$ cat config.mk
export PLATFORM = sky130hd
export DESIGN_NAME = mpq_cell
export DESIGN_NICKNAME = d
export VERILOG_FILES = /design/src/rtl/core/mpq_pkg.sv /design/src/rtl/core/mpq_cell.sv
export SDC_FILE = /design/constraint.sdc
export NUM_CORES = 1
export LEC_CHECK = 0
export ABC_CLOCK_PERIOD_IN_PS = 4700
export BUFFER_PORTS_ARGS = -buffer_cell sky130_fd_sc_hd__buf_4
export CORE_MARGIN = 1
export CORE_UTILIZATION = 40
export DETAILED_ROUTE_END_ITERATION = 10
export HOLD_SLACK_MARGIN = 0.08
export PLACE_DENSITY_LB_ADDON = 0.3
export SLEW_MARGIN = 20
export SYNTH_ARGS = -nofsm -noshare
export SYNTH_HDL_FRONTEND = slang
export SYNTH_SLANG_ARGS = --single-unit
$ cat constraint.sdc
create_clock -name clk -period 4.7 [get_ports clk]
set_input_delay 1.41 -clock clk [delete_from_list [all_inputs] [get_ports clk]]
set_output_delay 1.41 -clock clk [all_outputs]
set_load 0.05 [all_outputs]
$ cat src/rtl/core/mpq_pkg.sv
// shared types and constants for the sorted max priority queue
`default_nettype none

package mpq_pkg;

    localparam int VALUE_W       = 32;
    localparam int ENTRY_COUNT_W = 7;

    typedef enum logic
    {
        MPQ_OP_ENQ = 1'b0,
        MPQ_OP_DEQ = 1'b1
    } mpq_op_t;

    // what one cell shows its neighbors
    typedef struct packed
    {
        logic                      valid;
        logic signed [VALUE_W-1:0] data;
        logic                      lt;      // valid and data below the broadcast value
    } mpq_link_t;

    // broadcast to every cell in the chain
    typedef struct packed
    {
        logic                      enq;
        logic                      deq;
        logic signed [VALUE_W-1:0] value;
    } mpq_cmd_t;

endpackage : mpq_pkg

`default_nettype wire

$ cat src/rtl/core/mpq_cell.sv
// one compare-and-shift cell of the sorted chain
`default_nettype none

module mpq_cell
(
    input  wire                 clk,
    input  wire                 rst_n,
    input  mpq_pkg::mpq_cmd_t   cmd,
    input  mpq_pkg::mpq_link_t  left,
    input  mpq_pkg::mpq_link_t  right,
    output mpq_pkg::mpq_link_t  self
);
    import mpq_pkg::*;

    logic                      valid_reg;
    logic                      valid_next;
    logic signed [VALUE_W-1:0] data_reg;
    logic signed [VALUE_W-1:0] data_next;
    logic                      lt;

    assign lt = valid_reg && (data_reg < cmd.value);

    always_comb
    begin
        priority if (cmd.enq)
        begin
            priority if (left.lt)
            begin
                // insertion point is further left, move over by one
                valid_next = left.valid;
                data_next  = left.data;
            end
            else if (left.valid && (lt || !valid_reg))
            begin
                // new value lands here, behind any equal values
                valid_next = 1'b1;
                data_next  = cmd.value;
            end
            else
            begin
                valid_next = valid_reg;
                data_next  = data_reg;
            end
        end
        else if (cmd.deq)
        begin
            valid_next = right.valid;
            data_next  = right.data;
        end
        else
        begin
            valid_next = valid_reg;
            data_next  = data_reg;
        end
    end

    always_ff @(posedge clk or negedge rst_n)
    begin
        if (!rst_n)
        begin
            valid_reg <= 1'b0;
        end
        else
        begin
            valid_reg <= valid_next;
        end
    end

    always_ff @(posedge clk)
    begin
        data_reg <= data_next;
    end

    assign self.valid = valid_reg;
    assign self.data  = data_reg;
    assign self.lt    = lt;

endmodule : mpq_cell

`default_nettype wire

==> impl_metrics.toml <==
[sta]
finalSetupViolations = 0
finalHoldViolCount = 0
finalCritPeriodShare_pct = 96.6
finalWorstPathRequiredPeriod_ps = 4540
slew_at_the_pin_closest_to_its_max_slew_limit_ps = 670
finalMaxSlewViolations = 0
relSlewSlack_pct = 55.3
rsz0062_at_grt = "false"
fmaxAchievable_mhz = 220
finalClockSkew_ps = 4.11
fin_setup_tns_ps = 0

[run_status]
outcome = "complete, no violations"

[pwr]
report.power.total_mw = 0.981
areal_power_density_over_the_cells_mw_per_mm2 = 267
max-vdd-ir-drop_mv = 0.147
cell_leakage_power_nw = 1.84

[cells_and_area]
largest_reg_flops = 32
sequential_cell_area_um2 = 986
finish.net_count = 529
fraction_of_layout_instances_using_a_drive_strength_above_1_pct = 37.6
fill_cells = 527
multi_input_comb_area_mm2 = 0.00135
num_antenna_cells = 0
flow.area_growth_from_synthesis_pct = 46.9

[route]
drtPass1Iterations = 5
via_count = 2364
routed_via_density = 5.04
drt.antenna.violating_nets = 0
drc = 0
post_drt_wl_per_cell_um = 13.2
detailedRoute.firstIterationViolations = 51
total_detailed_routing_wirelength_mm = 6.20

[logic_synthesis]
netlist.top_cell.by_area = "sky130_fd_sc_hd__edfxtp_1"
syn_avg_cell_area_um2 = 9.54
synthMostInstantiatedCell = "sky130_fd_sc_hd__a21oi_1"
post-synth-top-area-fraction_pct = 38.4
ys_ff_latch = 33
synth.top_cells.by_count = "sky130_fd_sc_hd__a21oi_1 (43), sky130_fd_sc_hd__nor2_1 (36), sky130_fd_sc_hd__edfxtp_1 (32), sky130_fd_sc_hd__inv_1 (32), sky130_fd_sc_hd__mux2i_1 (32)"
netlist_instances = 262
ys_async_sr_fraction_pct = 3.03
synth_nets = 397
synthesis.area_mm2 = 0.00250
synth.top_cells.by_area = "sky130_fd_sc_hd__edfxtp_1 (38%), sky130_fd_sc_hd__ha_1 (16%), sky130_fd_sc_hd__mux2i_1 (13%)"
ys.flop_type = "sky130_fd_sc_hd__edfxtp_1"
ys_warn_count = 0
part_of_the_yosys_area_used_for_sequential_elements_pct = 39.4
number_of_synthesized_flops_with_an_enable_pin = 32
yosysUniqueCellTypes = 31

[hold_path]
min_path_type = "flip-flop to flip-flop"

[critical_path]
worstSetupPathType = "primary input to output port"
endpoint_kind = "output port"
worst_endpoint_required_time_ps = 3290
startpoint_type = "primary input"
worst_ep_arrival_time_ps = 3130
crit_path_max_fo = 2

[die]
die_width_um = 81.1
top_level_ports = 138
placement_rows = 28
chipHeight_um = 81.1
die_area_mm2 = 0.00657
initial_utilization_pct = 41.7
core-area_mm2 = 0.00599

[grt]
globalRouteTotalUtil_pct = 19.7
grt.overflow.total = 0
first_pass_grt_wire_length_mm = 9.85
grt_start_max_net_pins = 70
first_global_vias = 2363
antenna_found_initial = 0

[cts]
tritoncts = "yes"
cts_repair_resize_count = 0
cts.sink_count = 33
maximum_number_of_buffers_from_clock_root_to_sink = 2
numCtsBuffers = 5
clk_pin_slew_ps = 60
clock_insertion_delay_worst_skew_ps = 280
post_cts_setup_buffer_count = 0
cts.htree.levels = 2
cts.hold.buffers_added = 0
clock-root-buffer = "sky130_fd_sc_hd__clkbuf_8"

[placed_design]
placement.io_buffers = 136
place_congestion = 0.734
detailedPlacementHpwl_mm = 4.98

[run]
maxCapViolations = 0
-- layout by cell type (no fill, tap or decap), drive strengths merged --
cell | synthesis | routed
dfrtp | 1 | 1
nand2 | 8 | 8
buf | 5 | 139
ha | 31 | 31
nand3 | 2 | 2
o211ai | 2 | 2
nand2b | 1 | 1
a221oi | 1 | 1
clkinv | 1 | 2
nand4 | 2 | 2
a2111oi | 1 | 1
o2bb2ai | 1 | 1
inv | 32 | 32
nor4 | 1 | 1
and4 | 2 | 2
o21ai | 4 | 4
mux2i | 32 | 32
nor2 | 36 | 36
a211oi | 3 | 3
nor2b | 2 | 2
o311ai | 1 | 1
o22ai | 1 | 1
clkbuf | 9 | 6
a21o | 3 | 3
edfxtp | 32 | 32
a41oi | 2 | 2
and3 | 2 | 2
a21oi | 43 | 43
o21a | 1 | 1
-- report_power, final --
group	internal (mW)	switching, mW
Clock	0.0998	0.0994
Sequential	0.365	0.0179
Combinational	0.164	0.235
-- path summary, 6_finish.rpt --
path                              from  cells after the start  slack (ps)      endpoint
setup / recovery                cmd[6]                     10         160       self[0]
hold / removal               valid_reg                      2         710     valid_reg
setup reg to reg           data_reg[7]                      9        2020  data_reg[18]
hold reg to reg              valid_reg                      2         710     valid_reg
max in group asynchronous        rst_n                      1        3730     valid_reg
min in group asynchronous        rst_n                      1         890     valid_reg
-- final cells by class --
cell class                      instances  share of cell area [%]
Sequential cell                        33                    26.8
Inverter                               33                    3.37
Tap cell                               75                    2.55
Timing Repair Buffer                  139                    28.4
Clock buffer                            6                    1.98
Clock inverter                          1                   0.102
Multi-Input combinational cell        182                    36.8
-- layer usage --
metal	GRT usage, %	wire length (µm)	vias up	share of wire [%]
met1	19.9	2350	1055	38
li1	-	-	1205	-
met4	5.54	71	0	1.1
met2	38.2	3210	97	52
met5	0	0	-	0
met3	6.40	573	7	9.2
-- critical path, stage by stage --
cell                        delay, ps
sky130_fd_sc_hd__buf_4             90
sky130_fd_sc_hd__inv_1             40
sky130_fd_sc_hd__ha_1             300
sky130_fd_sc_hd__and3_1           210
sky130_fd_sc_hd__a221oi_2         290
sky130_fd_sc_hd__o2bb2ai_1        110
sky130_fd_sc_hd__o211ai_1         180
sky130_fd_sc_hd__a41oi_1          170
sky130_fd_sc_hd__nor2b_1          130
sky130_fd_sc_hd__buf_4            210
-- cells by family (layout without fill, tap and decap cells) --
kind of cell             after synthesis  in the layout  synth area share (%)
adder cells (fa/ha/maj)               31             31                  15.5
AO/OA/AOI/OAI                         63             63                  15.0
AND/OR/NAND/NOR                       56             56                  9.71
multiplexers                          32             32                  12.8
buffers and inverters                 47            179                  7.51
flip-flops                            33             33                  39.4
-- metrics by stage --
step | hold WS (ps) | setup slack, ps | instance area [µm²] | util (%) | instances
after floorplan | 602 | 385 | 2500 | - | 262
after global placement | 701 | 76.9 | 3580 | 59.8 | 462
after detailed placement | 701 | 66.0 | 3580 | 59.8 | 462
after CTS | 722 | 19.1 | 3660 | 61.1 | 469
after global routing | 750 | 8.92 | 3670 | 61.3 | 469
final | 709 | 158 | 3670 | 61.3 | 469
Note: power is estimated with default switching activity, not from simulation.
